[src/hdl/yaw_rate_limited_heading_tracker_macros.svh]
// ----------------------------------------------------------------------------
// yaw rate limited heading tracker: assertion macros
// shared property forms used by yrlht_back, clocked on clk with
// rst_n as the disable condition
// ----------------------------------------------------------------------------
`ifndef YAW_RATE_LIMITED_HEADING_TRACKER_MACROS_SVH
`define YAW_RATE_LIMITED_HEADING_TRACKER_MACROS_SVH

// consequent checked in the same cycle as the antecedent
`define YRLHT_ASSERT_SAME(lbl, ante, cons, msg) \
  lbl: assert property (@(posedge clk) disable iff (!rst_n) (ante) |-> (cons)) \
    else $error(msg);

// consequent checked in the cycle after the antecedent
`define YRLHT_ASSERT_NEXT(lbl, ante, cons, msg) \
  lbl: assert property (@(posedge clk) disable iff (!rst_n) (ante) |=> (cons)) \
    else $error(msg);

`endif

[src/hdl/yrlht_pkg.sv]
// ----------------------------------------------------------------------------
// yrlht_pkg
// types, constants and table functions shared by the heading tracker
// ----------------------------------------------------------------------------
package yrlht_pkg;

  // cordic angle resolution and iteration count
  localparam int ANGLE_BITS        = 16;
  localparam int CORDIC_ITERATIONS = 14;
  localparam int ATAN_LEN          = 22;
  localparam int CORDIC_STEPS      =
    (CORDIC_ITERATIONS > ATAN_LEN) ? ATAN_LEN : CORDIC_ITERATIONS;
  localparam int ITER_W            = $clog2(CORDIC_STEPS);
  localparam int ATAN_SHIFT        = 32 - ANGLE_BITS;

  // vector datapath: 16 bit input scaled by 4096, plus sign and cordic growth
  localparam int VEL_W   = 16;
  localparam int PRESCL  = 12;
  localparam int XY_W    = VEL_W + PRESCL + 3;

  // rate datapath
  localparam int RATE_W  = 24;
  localparam int PROD_W  = 27;
  localparam logic signed [RATE_W-1:0] RATE_MAX = 24'sh7FFFFF;
  localparam logic signed [RATE_W-1:0] RATE_MIN = 24'sh800000;

  // queue between front and back
  localparam int QUEUE_DEPTH = 2;
  localparam int QPTR_W      = (QUEUE_DEPTH > 1) ? $clog2(QUEUE_DEPTH) : 1;
  localparam int QCNT_W      = $clog2(QUEUE_DEPTH + 1);

  // configuration port
  localparam int APB_ADDR_W = 4;
  localparam int APB_DATA_W = 32;
  localparam logic [1:0] REG_MAX_YAW_RATE     = 2'd0;
  localparam logic [1:0] REG_MAX_STEP_CHANGE  = 2'd1;
  localparam logic [1:0] REG_STEPS_PER_SECOND = 2'd2;
  localparam logic [1:0] REG_SPEED_THRESHOLD  = 2'd3;

  localparam logic [22:0] RST_MAX_YAW_RATE     = 23'd65536;
  localparam logic [14:0] RST_MAX_STEP_CHANGE  = 15'd1024;
  localparam logic [9:0]  RST_STEPS_PER_SECOND = 10'd10;
  localparam logic [15:0] RST_SPEED_THRESHOLD  = 16'd26;

  localparam logic OPC_STEP = 1'b0;
  localparam logic OPC_SEED = 1'b1;

  typedef enum logic [1:0] {
    KIND_STEP,
    KIND_HOLD,
    KIND_SEED
  } kind_t;

  typedef struct packed {
    logic              opcode;
    logic signed [15:0] vel_x;
    logic signed [15:0] vel_y;
    logic signed [15:0] seed_yaw;
  } in_item_t;

  typedef struct packed {
    logic signed [15:0] yaw;
    logic signed [23:0] yaw_rate;
    logic               rate_limited;
  } out_item_t;

  typedef struct packed {
    logic [22:0] max_yaw_rate;
    logic [14:0] max_step_change;
    logic [9:0]  steps_per_second;
    logic [15:0] speed_threshold;
  } cfg_t;

  // classified request handed from front to back
  typedef struct packed {
    kind_t              kind;
    logic signed [15:0] vel_x;
    logic signed [15:0] vel_y;
    logic signed [15:0] seed_yaw;
  } work_t;

  typedef struct packed {
    logic full;
    logic empty;
  } q_stat_t;

  // atan(2^-i) in units of 2^-32 of a turn
  localparam logic [31:0] ATAN_TAB [ATAN_LEN] = '{
    32'h20000000, 32'h12E4051E, 32'h09FB385B, 32'h051111D4, 32'h028B0D43,
    32'h0145D7E1, 32'h00A2F61E, 32'h00517C55, 32'h0028BE53, 32'h00145F2F,
    32'h000A2F98, 32'h000517CC, 32'h00028BE6, 32'h000145F3, 32'h0000A2FA,
    32'h0000517D, 32'h000028BE, 32'h0000145F, 32'h00000A30, 32'h00000518,
    32'h0000028C, 32'h00000146
  };

  // table entry rounded to the cordic angle width
  function automatic logic [ANGLE_BITS-1:0] atan_angle(input logic [4:0] idx);
    logic [4:0]  sel;
    logic [32:0] sum;
    sel = (idx > 5'(ATAN_LEN - 1)) ? 5'(ATAN_LEN - 1) : idx;
    sum = {1'b0, ATAN_TAB[sel]} + (33'd1 << (ATAN_SHIFT - 1));
    return sum[ATAN_SHIFT +: ANGLE_BITS];
  endfunction

  // cordic angle to 16 bit binary angle, rounded half up, wrapping
  function automatic logic [15:0] heading16(input logic [ANGLE_BITS-1:0] z);
    logic [ANGLE_BITS+16:0] sum;
    sum = {1'b0, z, 16'd0} + ((ANGLE_BITS+17)'(1) << (ANGLE_BITS - 1));
    return sum[ANGLE_BITS +: 16];
  endfunction

endpackage

[src/hdl/yaw_rate_limited_heading_tracker.sv]
// ----------------------------------------------------------------------------
// yaw_rate_limited_heading_tracker
// heading from velocity by cordic atan2, rate limited, with yaw rate output
// ----------------------------------------------------------------------------
//  channel   handshake                        payload
//  in        in_valid / in_ready              in_data   (opcode, vel_x, vel_y, seed_yaw)
//  out       out_valid / out_ready            out_data  (yaw, yaw_rate, rate_limited)
//  config    psel, penable, pwrite / pready   paddr, pwdata, prdata
//
//  a velocity step takes the back end through idle, CORDIC_STEPS cordic iterations,
//  diff, multiply and finish, the shared cordic unit doing one micro-rotation a cycle
//  a hold step (speed below threshold) skips the iterations, a seed goes straight to finish
//  a two-entry request queue lets the front keep accepting while the back works
//  the result register holds until taken; the back waits in its last stage
//  synchronous active-low reset loads register defaults and clears stored yaw
module yaw_rate_limited_heading_tracker (
  input  logic                                 clk,
  input  logic                                 rst_n,
  input  logic                                 in_valid,
  output logic                                 in_ready,
  input  yrlht_pkg::in_item_t                  in_data,
  output logic                                 out_valid,
  input  logic                                 out_ready,
  output yrlht_pkg::out_item_t                 out_data,
  input  logic                                 psel,
  input  logic                                 penable,
  input  logic                                 pwrite,
  input  logic [yrlht_pkg::APB_ADDR_W-1:0]     paddr,
  input  logic [yrlht_pkg::APB_DATA_W-1:0]     pwdata,
  output logic [yrlht_pkg::APB_DATA_W-1:0]     prdata,
  output logic                                 pready
);

  yrlht_pkg::cfg_t    cfg_r;
  yrlht_pkg::q_stat_t q_stat;
  yrlht_pkg::work_t   push_item;
  yrlht_pkg::work_t   pop_item;
  logic               push;
  logic               pop;
  logic [1:0]         reg_idx;
  logic               wr_en;

  assign pready  = 1'b1;
  assign reg_idx = paddr[3:2];
  assign wr_en   = psel && penable && pwrite && pready;

  always_ff @(posedge clk) begin
    if (!rst_n) begin
      cfg_r.max_yaw_rate     <= yrlht_pkg::RST_MAX_YAW_RATE;
      cfg_r.max_step_change  <= yrlht_pkg::RST_MAX_STEP_CHANGE;
      cfg_r.steps_per_second <= yrlht_pkg::RST_STEPS_PER_SECOND;
      cfg_r.speed_threshold  <= yrlht_pkg::RST_SPEED_THRESHOLD;
    end else if (wr_en) begin
      case (reg_idx)
        yrlht_pkg::REG_MAX_YAW_RATE:     cfg_r.max_yaw_rate     <= pwdata[22:0];
        yrlht_pkg::REG_MAX_STEP_CHANGE:  cfg_r.max_step_change  <= pwdata[14:0];
        yrlht_pkg::REG_STEPS_PER_SECOND: cfg_r.steps_per_second <= pwdata[9:0];
        yrlht_pkg::REG_SPEED_THRESHOLD:  cfg_r.speed_threshold  <= pwdata[15:0];
        default: begin
        end
      endcase
    end
  end

  always_comb begin
    case (reg_idx)
      yrlht_pkg::REG_MAX_YAW_RATE:     prdata = 32'(cfg_r.max_yaw_rate);
      yrlht_pkg::REG_MAX_STEP_CHANGE:  prdata = 32'(cfg_r.max_step_change);
      yrlht_pkg::REG_STEPS_PER_SECOND: prdata = 32'(cfg_r.steps_per_second);
      yrlht_pkg::REG_SPEED_THRESHOLD:  prdata = 32'(cfg_r.speed_threshold);
      default:                         prdata = '0;
    endcase
  end

  yrlht_front u_front (
    .in_valid        (in_valid),
    .in_ready        (in_ready),
    .in_data         (in_data),
    .speed_threshold (cfg_r.speed_threshold),
    .q_stat          (q_stat),
    .push            (push),
    .push_item       (push_item)
  );

  yrlht_queue u_queue (
    .clk       (clk),
    .rst_n     (rst_n),
    .push      (push),
    .push_item (push_item),
    .pop       (pop),
    .pop_item  (pop_item),
    .q_stat    (q_stat)
  );

  yrlht_back u_back (
    .clk       (clk),
    .rst_n     (rst_n),
    .cfg       (cfg_r),
    .q_item    (pop_item),
    .q_stat    (q_stat),
    .pop       (pop),
    .out_valid (out_valid),
    .out_ready (out_ready),
    .out_data  (out_data)
  );

endmodule

[src/hdl/yrlht_front.sv]
// ----------------------------------------------------------------------------
// yrlht_front
// accepts input requests and classifies them as seed, hold or cordic step
// ----------------------------------------------------------------------------
module yrlht_front (
  input  logic                in_valid,
  output logic                in_ready,
  input  yrlht_pkg::in_item_t in_data,
  input  logic [15:0]         speed_threshold,
  input  yrlht_pkg::q_stat_t  q_stat,
  output logic                push,
  output yrlht_pkg::work_t    push_item
);

  logic [16:0] abs_x;
  logic [16:0] abs_y;
  logic [17:0] speed;
  logic        slow;

  always_comb begin
    abs_x = in_data.vel_x[15] ? (17'd0 - 17'(in_data.vel_x)) : 17'(in_data.vel_x);
    abs_y = in_data.vel_y[15] ? (17'd0 - 17'(in_data.vel_y)) : 17'(in_data.vel_y);
    speed = 18'(abs_x) + 18'(abs_y);
    slow  = speed < {2'b00, speed_threshold};
  end

  assign in_ready = !q_stat.full;
  assign push     = in_valid && in_ready;

  always_comb begin
    push_item.vel_x    = in_data.vel_x;
    push_item.vel_y    = in_data.vel_y;
    push_item.seed_yaw = in_data.seed_yaw;
    if (in_data.opcode == yrlht_pkg::OPC_SEED) begin
      push_item.kind = yrlht_pkg::KIND_SEED;
    end else if (slow) begin
      // too slow for a heading: keep the stored yaw
      push_item.kind = yrlht_pkg::KIND_HOLD;
    end else begin
      push_item.kind = yrlht_pkg::KIND_STEP;
    end
  end

endmodule

[src/hdl/yrlht_queue.sv]
// ----------------------------------------------------------------------------
// yrlht_queue
// short fifo of classified requests between front and back
// ----------------------------------------------------------------------------
module yrlht_queue (
  input  logic               clk,
  input  logic               rst_n,
  input  logic               push,
  input  yrlht_pkg::work_t   push_item,
  input  logic               pop,
  output yrlht_pkg::work_t   pop_item,
  output yrlht_pkg::q_stat_t q_stat
);

  localparam int DEPTH = yrlht_pkg::QUEUE_DEPTH;
  localparam int PW    = yrlht_pkg::QPTR_W;
  localparam int CW    = yrlht_pkg::QCNT_W;

  yrlht_pkg::work_t entry_r [DEPTH];
  logic [PW-1:0]    wr_ptr_r;
  logic [PW-1:0]    rd_ptr_r;
  logic [CW-1:0]    count_r;

  function automatic logic [PW-1:0] ptr_inc(input logic [PW-1:0] p);
    return (p == PW'(DEPTH - 1)) ? '0 : p + PW'(1);
  endfunction

  always_ff @(posedge clk) begin
    if (push) begin
      entry_r[wr_ptr_r] <= push_item;
    end
  end

  always_ff @(posedge clk) begin
    if (!rst_n) begin
      wr_ptr_r <= '0;
      rd_ptr_r <= '0;
      count_r  <= '0;
    end else begin
      if (push) begin
        wr_ptr_r <= ptr_inc(wr_ptr_r);
      end
      if (pop) begin
        rd_ptr_r <= ptr_inc(rd_ptr_r);
      end
      if (push && !pop) begin
        count_r <= count_r + CW'(1);
      end else if (pop && !push) begin
        count_r <= count_r - CW'(1);
      end
    end
  end

  assign pop_item     = entry_r[rd_ptr_r];
  assign q_stat.full  = (count_r == CW'(DEPTH));
  assign q_stat.empty = (count_r == '0);

endmodule

[src/hdl/yrlht_back.sv]
// ----------------------------------------------------------------------------
// yrlht_back
// iterative cordic atan2, wrapped difference and clamp, rate and output
// ----------------------------------------------------------------------------
`include "yaw_rate_limited_heading_tracker_macros.svh"

module yrlht_back (
  input  logic                 clk,
  input  logic                 rst_n,
  input  yrlht_pkg::cfg_t      cfg,
  input  yrlht_pkg::work_t     q_item,
  input  yrlht_pkg::q_stat_t   q_stat,
  output logic                 pop,
  output logic                 out_valid,
  input  logic                 out_ready,
  output yrlht_pkg::out_item_t out_data
);

  localparam int XW  = yrlht_pkg::XY_W;
  localparam int AW  = yrlht_pkg::ANGLE_BITS;
  localparam int IW  = yrlht_pkg::ITER_W;
  localparam int PRW = yrlht_pkg::PROD_W;
  localparam logic [IW-1:0] ITER_LAST = IW'(yrlht_pkg::CORDIC_STEPS - 1);

  typedef enum logic [2:0] {
    S_IDLE,
    S_ITER,
    S_DIFF,
    S_MUL,
    S_FIN
  } state_t;

  state_t                state_r;
  logic [IW-1:0]         iter_r;
  logic signed [XW-1:0]  x_r;
  logic signed [XW-1:0]  y_r;
  logic [AW-1:0]         z_r;
  logic                  hold_r;
  logic [15:0]           stored_yaw_r;
  logic [15:0]           new_yaw_r;
  logic signed [15:0]    diff_r;
  logic                  limited_r;
  logic                  lim_neg_r;
  logic signed [PRW-1:0] prod_r;
  logic                  out_valid_r;
  yrlht_pkg::out_item_t  out_data_r;

  // cordic start vector
  logic signed [XW-1:0] vx0;
  logic signed [XW-1:0] vy0;
  logic signed [XW-1:0] x_init;
  logic signed [XW-1:0] y_init;
  logic [AW-1:0]        z_init;

  always_comb begin
    vx0 = XW'(q_item.vel_x) <<< yrlht_pkg::PRESCL;
    vy0 = XW'(q_item.vel_y) <<< yrlht_pkg::PRESCL;
    if (q_item.vel_x[15]) begin
      // left half plane: rotate by half a turn first
      x_init = -vx0;
      y_init = -vy0;
      z_init = AW'(1) << (AW - 1);
    end else begin
      x_init = vx0;
      y_init = vy0;
      z_init = '0;
    end
  end

  // one cordic micro-rotation
  logic signed [XW-1:0] dx;
  logic signed [XW-1:0] dy;
  logic [AW-1:0]        ang;
  logic signed [XW-1:0] x_step;
  logic signed [XW-1:0] y_step;
  logic [AW-1:0]        z_step;

  always_comb begin
    dx  = y_r >>> iter_r;
    dy  = x_r >>> iter_r;
    ang = yrlht_pkg::atan_angle(5'(iter_r));
    if (!y_r[XW-1]) begin
      x_step = x_r + dx;
      y_step = y_r - dy;
      z_step = z_r + ang;
    end else begin
      x_step = x_r - dx;
      y_step = y_r + dy;
      z_step = z_r - ang;
    end
  end

  // wrapped difference and step clamp
  logic [15:0]        target;
  logic signed [15:0] diff_raw;
  logic signed [16:0] diff_ext;
  logic signed [16:0] lim_ext;
  logic               over_pos;
  logic               over_neg;
  logic signed [15:0] diff_clamped;

  always_comb begin
    target   = hold_r ? stored_yaw_r : yrlht_pkg::heading16(z_r);
    diff_raw = target - stored_yaw_r;
    diff_ext = 17'(diff_raw);
    lim_ext  = signed'({2'b00, cfg.max_step_change});
    over_pos = diff_ext > lim_ext;
    over_neg = diff_ext < -lim_ext;
    if (over_pos) begin
      diff_clamped = 16'(lim_ext);
    end else if (over_neg) begin
      diff_clamped = 16'(-lim_ext);
    end else begin
      diff_clamped = diff_raw;
    end
  end

  // final rate selection
  logic signed [23:0] lim_rate;
  logic signed [23:0] rate_fin;
  logic               fin_go;

  always_comb begin
    lim_rate = signed'({1'b0, cfg.max_yaw_rate});
    if (limited_r) begin
      rate_fin = lim_neg_r ? -lim_rate : lim_rate;
    end else if (prod_r > PRW'(yrlht_pkg::RATE_MAX)) begin
      rate_fin = yrlht_pkg::RATE_MAX;
    end else if (prod_r < PRW'(yrlht_pkg::RATE_MIN)) begin
      rate_fin = yrlht_pkg::RATE_MIN;
    end else begin
      rate_fin = 24'(prod_r);
    end
  end

  assign fin_go    = (state_r == S_FIN) && (!out_valid_r || out_ready);
  assign pop       = (state_r == S_IDLE) && !q_stat.empty;
  assign out_valid = out_valid_r;
  assign out_data  = out_data_r;

  always_ff @(posedge clk) begin
    if (!rst_n) begin
      state_r      <= S_IDLE;
      stored_yaw_r <= '0;
      out_valid_r  <= 1'b0;
      iter_r       <= '0;
    end else begin
      if (fin_go) begin
        out_valid_r <= 1'b1;
      end else if (out_ready) begin
        out_valid_r <= 1'b0;
      end
      case (state_r)
        S_IDLE: begin
          if (pop) begin
            x_r       <= x_init;
            y_r       <= y_init;
            z_r       <= z_init;
            iter_r    <= '0;
            hold_r    <= (q_item.kind == yrlht_pkg::KIND_HOLD);
            limited_r <= 1'b0;
            lim_neg_r <= 1'b0;
            case (q_item.kind)
              yrlht_pkg::KIND_SEED: begin
                new_yaw_r <= q_item.seed_yaw;
                prod_r    <= '0;
                state_r   <= S_FIN;
              end
              yrlht_pkg::KIND_HOLD: begin
                state_r <= S_DIFF;
              end
              default: begin
                state_r <= S_ITER;
              end
            endcase
          end
        end
        S_ITER: begin
          x_r    <= x_step;
          y_r    <= y_step;
          z_r    <= z_step;
          iter_r <= iter_r + IW'(1);
          if (iter_r == ITER_LAST) begin
            state_r <= S_DIFF;
          end
        end
        S_DIFF: begin
          diff_r    <= diff_clamped;
          new_yaw_r <= stored_yaw_r + diff_clamped;
          limited_r <= over_pos || over_neg;
          lim_neg_r <= over_neg;
          state_r   <= S_MUL;
        end
        S_MUL: begin
          prod_r  <= PRW'(diff_r) * PRW'(signed'({1'b0, cfg.steps_per_second}));
          state_r <= S_FIN;
        end
        S_FIN: begin
          if (fin_go) begin
            stored_yaw_r            <= new_yaw_r;
            out_data_r.yaw          <= new_yaw_r;
            out_data_r.yaw_rate     <= rate_fin;
            out_data_r.rate_limited <= limited_r;
            state_r                 <= S_IDLE;
          end
        end
        default: begin
          state_r <= S_IDLE;
        end
      endcase
    end
  end

  // terms for the checks below
  logic yaw_match;
  logic lim_out_ok;
  logic fin_done;

  assign yaw_match  = (out_data_r.yaw == stored_yaw_r);
  assign lim_out_ok = !out_data_r.rate_limited || (out_data_r.yaw_rate == lim_rate) ||
                      (out_data_r.yaw_rate == -lim_rate);
  assign fin_done   = (state_r == S_IDLE) && out_valid_r;

  `YRLHT_ASSERT_SAME(a_out_yaw_is_stored, out_valid_r, yaw_match, "result yaw not stored")
  `YRLHT_ASSERT_SAME(a_iter_bound, state_r == S_ITER, iter_r <= ITER_LAST, "iteration out of range")
  `YRLHT_ASSERT_SAME(a_limited_rate, out_valid_r, lim_out_ok, "clamped result without max rate")
  `YRLHT_ASSERT_NEXT(a_fin_delivers, fin_go, fin_done, "finished request not presented")

endmodule
[config.mk]
export PLATFORM = sky130hd
export DESIGN_NAME = yaw_rate_limited_heading_tracker
export DESIGN_NICKNAME = d
export VERILOG_FILES = /design/src/hdl/yrlht_pkg.sv /design/src/hdl/yaw_rate_limited_heading_tracker.sv /design/src/hdl/yrlht_front.sv /design/src/hdl/yrlht_queue.sv /design/src/hdl/yrlht_back.sv
export VERILOG_INCLUDE_DIRS = /design/src /design/src/hdl
export SDC_FILE = /design/constraint.sdc
export NUM_CORES = 2
export LEC_CHECK = 0
export BUFFER_PORTS_ARGS = -buffer_cell sky130_fd_sc_hd__buf_2
export CAP_MARGIN = 25
export CORE_MARGIN = 8
export CORE_UTILIZATION = 65
export CTS_CLUSTER_DIAMETER = 80
export DETAILED_ROUTE_END_ITERATION = 16
export PLACE_DENSITY = 0.83
export SKIP_LAST_GASP = 1
export SYNTH_ARGS = -nofsm -noshare
export SYNTH_HDL_FRONTEND = slang
export SYNTH_HIERARCHICAL = 1
export SYNTH_SLANG_ARGS = --single-unit
[constraint.sdc]
create_clock -name clk -period 12.2 [get_ports clk]
set_clock_uncertainty 0.1 [all_clocks]
set_input_delay 0.61 -clock clk [delete_from_list [all_inputs] [get_ports clk]]
set_output_delay 0.61 -clock clk [all_outputs]
set_load 0.01 [all_outputs]
# Word-level counts from Yosys, hierarchy flattened
# Memories as Yosys holds them, arrays and structs flattened. A register that Yosys moved wholly into a read port is not among the register bits.
# Index checks and enable logic that the tools add are counted.
dict set report classes {
  addsub 22
  multipliers 1
  order_cmp 7
  n_eq_ne 15
  shift 2
  n_mux 53
  bitwise_logic 1
  reduce_logical 36
}
# op n
set ops {}
lappend ops {{2-to-1 mux 31 bit} 6}
lappend ops {{2-to-1 mux 16 bit} 8}
lappend ops {{one-hot mux 32 bit (4 select lines)} 1}
lappend ops {{one-hot mux 31 bit (2 select lines)} 2}
lappend ops {{2-to-1 mux 24 bit} 4}
lappend ops {{adder 32 x 16 -> 32 bit (second input constant)} 2}
lappend ops {{2-to-1 mux 32 bit} 2}
lappend ops {{one-hot mux 16 bit (2 select lines)} 2}
lappend ops {{adder 31 bit} 2}
lappend ops {{negation 28 -> 31 bit} 2}
lappend ops {{>>> shifter 31 x 4 -> 31 bit} 2}
lappend ops {{subtractor 31 bit} 2}
lappend ops {{2-to-1 mux 27 bit} 2}
lappend ops {{one-hot mux 27 bit (2 select lines)} 1}
lappend ops {{2-to-1 mux 17 bit} 2}
lappend ops {{subtractor 1 x 16 -> 17 bit (first input constant)} 2}
lappend ops {{adder 16 bit} 2}
lappend ops {{subtractor 16 bit} 2}
lappend ops {{> comparator 27 x 24 -> 1 bit (second input constant)} 1}
lappend ops {{< comparator 27 x 24 -> 1 bit (second input constant)} 1}
lappend ops {{multiplier 16 x 11 -> 27 bit} 1}
lappend ops {{negation 23 -> 24 bit} 1}
lappend ops {{adder 17 x 17 -> 18 bit} 1}
lappend ops {{< comparator 18 x 16 -> 1 bit} 1}
lappend ops {{36 further kinds} 85}
dict set report word_totals {
  reg_bits 273
  ram_bits 100
  mem_bits_ro 1024
  input_bits 92
  out_inout_bits 76
  wordCells 162
  memories 2
}
# memory words width rd rd_clocked_by_memory_dff wr line_no
set memory_table {}
lappend memory_table {{(no name shown)} 32 32 1 0 0 yrlht_pkg.sv:101} ;# sum = {1'b0, ATAN_TAB[sel]} + (33'd1 << (ATAN_SHIFT - 1));
lappend memory_table {u_queue.entry_r 2 50 1 1 1 yrlht_queue.sv:19} ;# yrlht_pkg::work_t entry_r [DEPTH];

# Longest topological paths before layout
dict set report depth {
  word_depth 10
  mapped_depth 32
  depth_no_buf 30
}

# By module
# The synthesis kept the hierarchy.
# module instances cells_each area_each_um2 seq_area_each_um2
set by_module_without_submodules {}
lappend by_module_without_submodules {yrlht_back 1 2982 26780.7 5915.7}
lappend by_module_without_submodules {yrlht_queue 1 178 3814.9 3103.0}
lappend by_module_without_submodules {yaw_rate_limited_heading_tracker 1 296 2922.8 1281.2}
lappend by_module_without_submodules {yrlht_front 1 301 2199.6 0.0}

# Worst setup path before layout
# OpenSTA, ideal clock, no wires.
dict set report synth_timing {
  kind {register to register}
  startpoint {reg u_back.hold_r}
  endpoint {reg u_back.new_yaw_r[12] (data pin)}
  setup_ps 169
  arrival_ps 6894
  required_ps 11931
  setup_slack_ps 5037
  stages_incl_launch_ff 29
  path_buffers 3
  synth_period_minus_slack_ps 7163
  path_cell_list {edfxtp_1 > clkbuf_1 > buf_1 > mux2_2 > ha_1 > and2_1 > a221o_1 > a21oi_1 > a21oi_1 > o211ai_1 > nor3b_1 > ha_1 > a2111oi_0 > o32ai_1 > nor2_1 > buf_1 > nor2_1 > mux2i_1 > ha_1 > fa_1 > a21o_1 > a21oi_1 > o21bai_1 > a21oi_1 > o21ai_0 > a211oi_1 > o21ai_0 > and3_1 > o31ai_1}
}
dict set report synth_between {
  elab_chain_len 7
  elab_cells_between_ends 8
  cone_classes {add/sub (2); order compare (2); mux (4)}
}
# item line_no
set synth_lines {}
lappend synth_lines {{start: declaration} yrlht_back.sv:38} ;# logic hold_r;
lappend synth_lines {{start signal: assignment} yrlht_back.sv:160} ;# hold_r <= (q_item.kind == yrlht_pkg::KIND_HOLD);
lappend synth_lines {{2-to-1 mux 16 bit (*)} yrlht_back.sv:103} ;# target = hold_r ? stored_yaw_r : yrlht_pkg::heading16(z_r);
lappend synth_lines {{subtractor 16 bit (*)} yrlht_back.sv:104} ;# diff_raw = target - stored_yaw_r;
lappend synth_lines {{< comparator 16 x 17 -> 1 bit} yrlht_back.sv:108} ;# over_neg = diff_ext < -lim_ext;
lappend synth_lines {{2-to-1 mux 16 bit} yrlht_back.sv:111} ;# end else if (over_neg) begin
lappend synth_lines {{2-to-1 mux 16 bit (*)} yrlht_back.sv:109} ;# if (over_pos) begin
lappend synth_lines {{named net u_back.diff_clamped[0]} yrlht_back.sv:100} ;# logic signed [15:0] diff_clamped;
lappend synth_lines {{adder 16 bit (*)} yrlht_back.sv:189} ;# new_yaw_r <= stored_yaw_r + diff_clamped;
lappend synth_lines {{one-hot mux 16 bit (2 select lines) (*)} yrlht_back.sv:153} ;# case (state_r)
lappend synth_lines {{end signal: assignment} yrlht_back.sv:165} ;# new_yaw_r <= q_item.seed_yaw;
lappend synth_lines {{end signal: assignment} yrlht_back.sv:189}
lappend synth_lines {{end: declaration} yrlht_back.sv:40} ;# logic [15:0] new_yaw_r;
# Mark *: on every way through the listed nets, which the timed path passes. The rest lies on a longest branch.
# A chain may end at the register's enable or synchronous reset.

# Final worst setup path
# Same ends and word-level chain as after synthesis.

==> results by group <==
Status
  • Run status: finished, final reports clean

Yosys
  • Post-Synthesis Cells: 3757
  • Synth top area cells: edfxtp_1 (24%), ha_1 (8.8%), fa_1 (8.5%), dfxtp_1 (5.2%), xnor2_1 (4.6%)
  • Fraction of registers with async set/reset: 0%
  • Unique masters post-synth: 109
  • Post-synth EDFFs: 281
  • Synth cell count leaders: nand2_1 (414), inv_1 (292), edfxtp_1 (281)
  • Count leader, synth: nand2_1
  • Main flop type after synthesis: edfxtp_1
  • Avg Synthesized Cell Area: 9.51 um^2
  • Sequential-to-total area share from yosys stat: 28.8%
  • Syn Std Cell Area: 0.0357 mm^2
  • Largest area contributor in the netlist: edfxtp_1
  • Warnings, synthesis: 6
  • Top cell type's share of synthesized area: 23.6%
  • Flops & latches, synth: 374

STA
  • RSZ-0062 raised after global routing: no
  • Setup TNS: 0 ns
  • Final WS setup: 4.36 ns
  • Final hold vios: 0
  • Max Slew Vio Count: 0
  • Worst hold slack: 0.0948 ns
  • Crit path time final: 7.84 ns
  • Part of the cycle the worst path needs: 64.3%
  • Max Fclk: 128 MHz
  • Final setup vio count: 0
  • Worst slew margin relative to its limit: 32.3%
  • Worst Tran Pin Value: 1.01 ns

Drt
  • Metal3 WL: 8450 um
  • Drt total wl: 93500 um
  • Max Used Layer: met4
  • Drt first pass iters: 8
  • Post-detailed-route count of antenna-violating nets: 0
  • Met1 WL: 37300 um
  • DR WL met2: 43400 um
  • Routed wire length per instance: 20.7 um
  • Via density per instance: 6.39
  • Residual DRC: 0
  • Initial DRC Count: 3059
  • Vias: 28800

Setup path
  • WP data required: 12.52 ns
  • Critical Path End Type: flip-flop
  • Critical path's most frequent cell: a21oi_1
  • Arr. time, crit path: 8.16 ns
  • Buffers & Inverters on Critical Path: 1
  • Crit Path Class: reg -> reg
  • Crit path largest cell delay: 0.79 ns
  • Reg2reg setup slack: 4.36 ns
  • CP max-delay cell: edfxtp_1
  • Family with the most delay on the worst path: compound AO/OA/AOI/OAI gates
  • R2r startpoint: u_back/hold_r
  • CP startpoint: u_back/hold_r
  • Startpoint types: flip-flop
  • Critical-path maximum fanout: 16

Global routing
  • Initial antenna violation count: 4
  • GR Overflow Total: 0
  • First-pass GRT wire length: 148000 um
  • Largest net degree at the start of global routing: 96
  • Number of global-route vias before repair: 27700
  • Total track usage: 28.9%

Layout
  • Post-Layout Cell Count: 4512
  • Fin util: 69.2%
  • Fin nets: 4266
  • Fin area: 0.0378 mm^2
  • Layout cell share with drive strength beyond 1: 11.6%
  • # fillers: 4018
  • Area growth from synthesis to layout: 5.93%

CTS
  • Clk slew on worst S/H paths: 0.07 ns
  • Clock Root Buffer: clkbuf_16
  • Post_cts resized: 0
  • Setup Fix Bufs, Post-CTS: 0
  • Clock sink total: 374
  • Worst-skew pair later-pin latency: 0.61 ns
  • CTS tree: built
  • CTS H-Tree Depth: 2
  • Hold Buf Count CTS: 0
  • Longest Clk Path Bufs: 3
  • CTS Buf Count: 42

Placement
  • DP HPWL: 69900 um
  • Port-buffer cells: 146
  • Area after DPL: 0.0364 mm^2
  • GP Congestion: 0.968
  • Dpl cells: 4429
  • DP Worst Slack: 4.42 ns

Floorplanning
  • Die area: 0.0627 mm^2
  • Io pins: 168
  • Die Span Y: 250 um
  • Die W: 250 um
  • Core area: 0.0547 mm^2
  • Initial core utilization: 65.3%
  • Row Count: 86

Power
  • Static Leak: 15.5 nW
  • PD cells: 267 mW/mm^2
  • VDD IR-drop max: 226 uV
  • Pwr Total: 10.1 mW

Min path
  • Hold Crit Class: in -> reg
  • HP Start: in_data[0]

Flow run
  • Max Cap Violations: 0
-- layer usage --
| layer | up-vias | GRT usage, % |
|---|---|---|
| met5 | - | 0 |
| met2 | 1404 | 47.1 |
| met3 | 256 | 5.17 |
| li1 | 13300 | - |
| met1 | 13900 | 38.0 |
| met4 | 0 | 12.1 |
-- report_power, final --
part           leakage (nW)  switching [mW]  internal [mW]  total [mW]
clock                 0.676           0.561          0.738        1.30
combinational          11.5            3.96           2.82        6.78
sequential             3.37           0.281           1.75        2.03
total                  15.5            4.80           5.31        10.1
-- cells in the final DEF, fill, tap and decap left out, types with 21 or more instances in the layout --
cell type	synthesis	routed
nor2_1	252	250
buf_2	28	146
and3_1	24	24
o21ai_0	182	182
nor3_1	60	59
mux4_2	47	47
mux2_2	90	90
o211ai_1	22	22
nand2_1	414	413
a31oi_1	40	40
mux4_1	28	28
xnor2_1	186	186
edfxtp_1	281	281
o21a_1	29	29
nor2b_1	29	28
nand2b_1	41	41
a21o_1	68	68
dfxtp_1	93	88
clkbuf_16	0	43
nand3_1	53	53
inv_1	292	292
fa_1	151	151
mux2i_1	136	136
ha_1	251	251
buf_4	64	30
nand4_1	21	21
a21oi_1	218	217
or3_1	30	30
xor2_1	85	85
and2_1	130	128
o31ai_1	23	23
-- final timing paths --
kind,endpoint,depth (start not counted)
max,u_back/new_yaw_r[12],28
max reg2reg,u_back/new_yaw_r[12],28
min reg2reg,u_back/out_data[28],0
min,u_queue/entry_r[1][0],1
-- sequential cells by signal (all words and copies together) (netlist names), 2 cells and up, named ones only --
register	flops
u_back/out_data	41
u_queue/entry_r	100
u_back/prod_r	27
u_queue/count_r	2
u_back/state_r	3
u_back/x_r	31
u_back/iter_r	4
u_back/y_r	31
cfg_r	64
u_back/stored_yaw_r	16
u_back/new_yaw_r	16
u_back/diff_r	16
u_back/z_r	16
-- kinds of logic (layout without fill, tap and decap cells) --
family                     count (synthesis)  after routing  synth area share [%]
buffers and inverters                    514            553                  6.76
DFF                                      374            374                  28.8
AOI/OAI and AO/OA                        742            742                  13.1
muxes                                    305            305                  11.8
other                                      3             15                0.0315
xor gates and xnor gates                 271            271                  6.65
adders and majority gates                402            402                  17.3
and+or+nand+nor                         1146           1146                  15.6
-- cell type report --
type / count / area (um^2) / area share (%)
timing repair buffer: 180 / 1060 / 2.80
multi-input combinational: 2878 / 23100 / 61.0
tap: 704 / 881 / 2.33
clock inverter: 21 / 231 / 0.612
clock buffer: 56 / 1150 / 3.05
antenna: 3 / 7.51 / 0.0198
sequential: 374 / 10300 / 27.3
inverter: 296 / 1110 / 2.94
No activity file was read; power rests on OpenSTA's default activity.
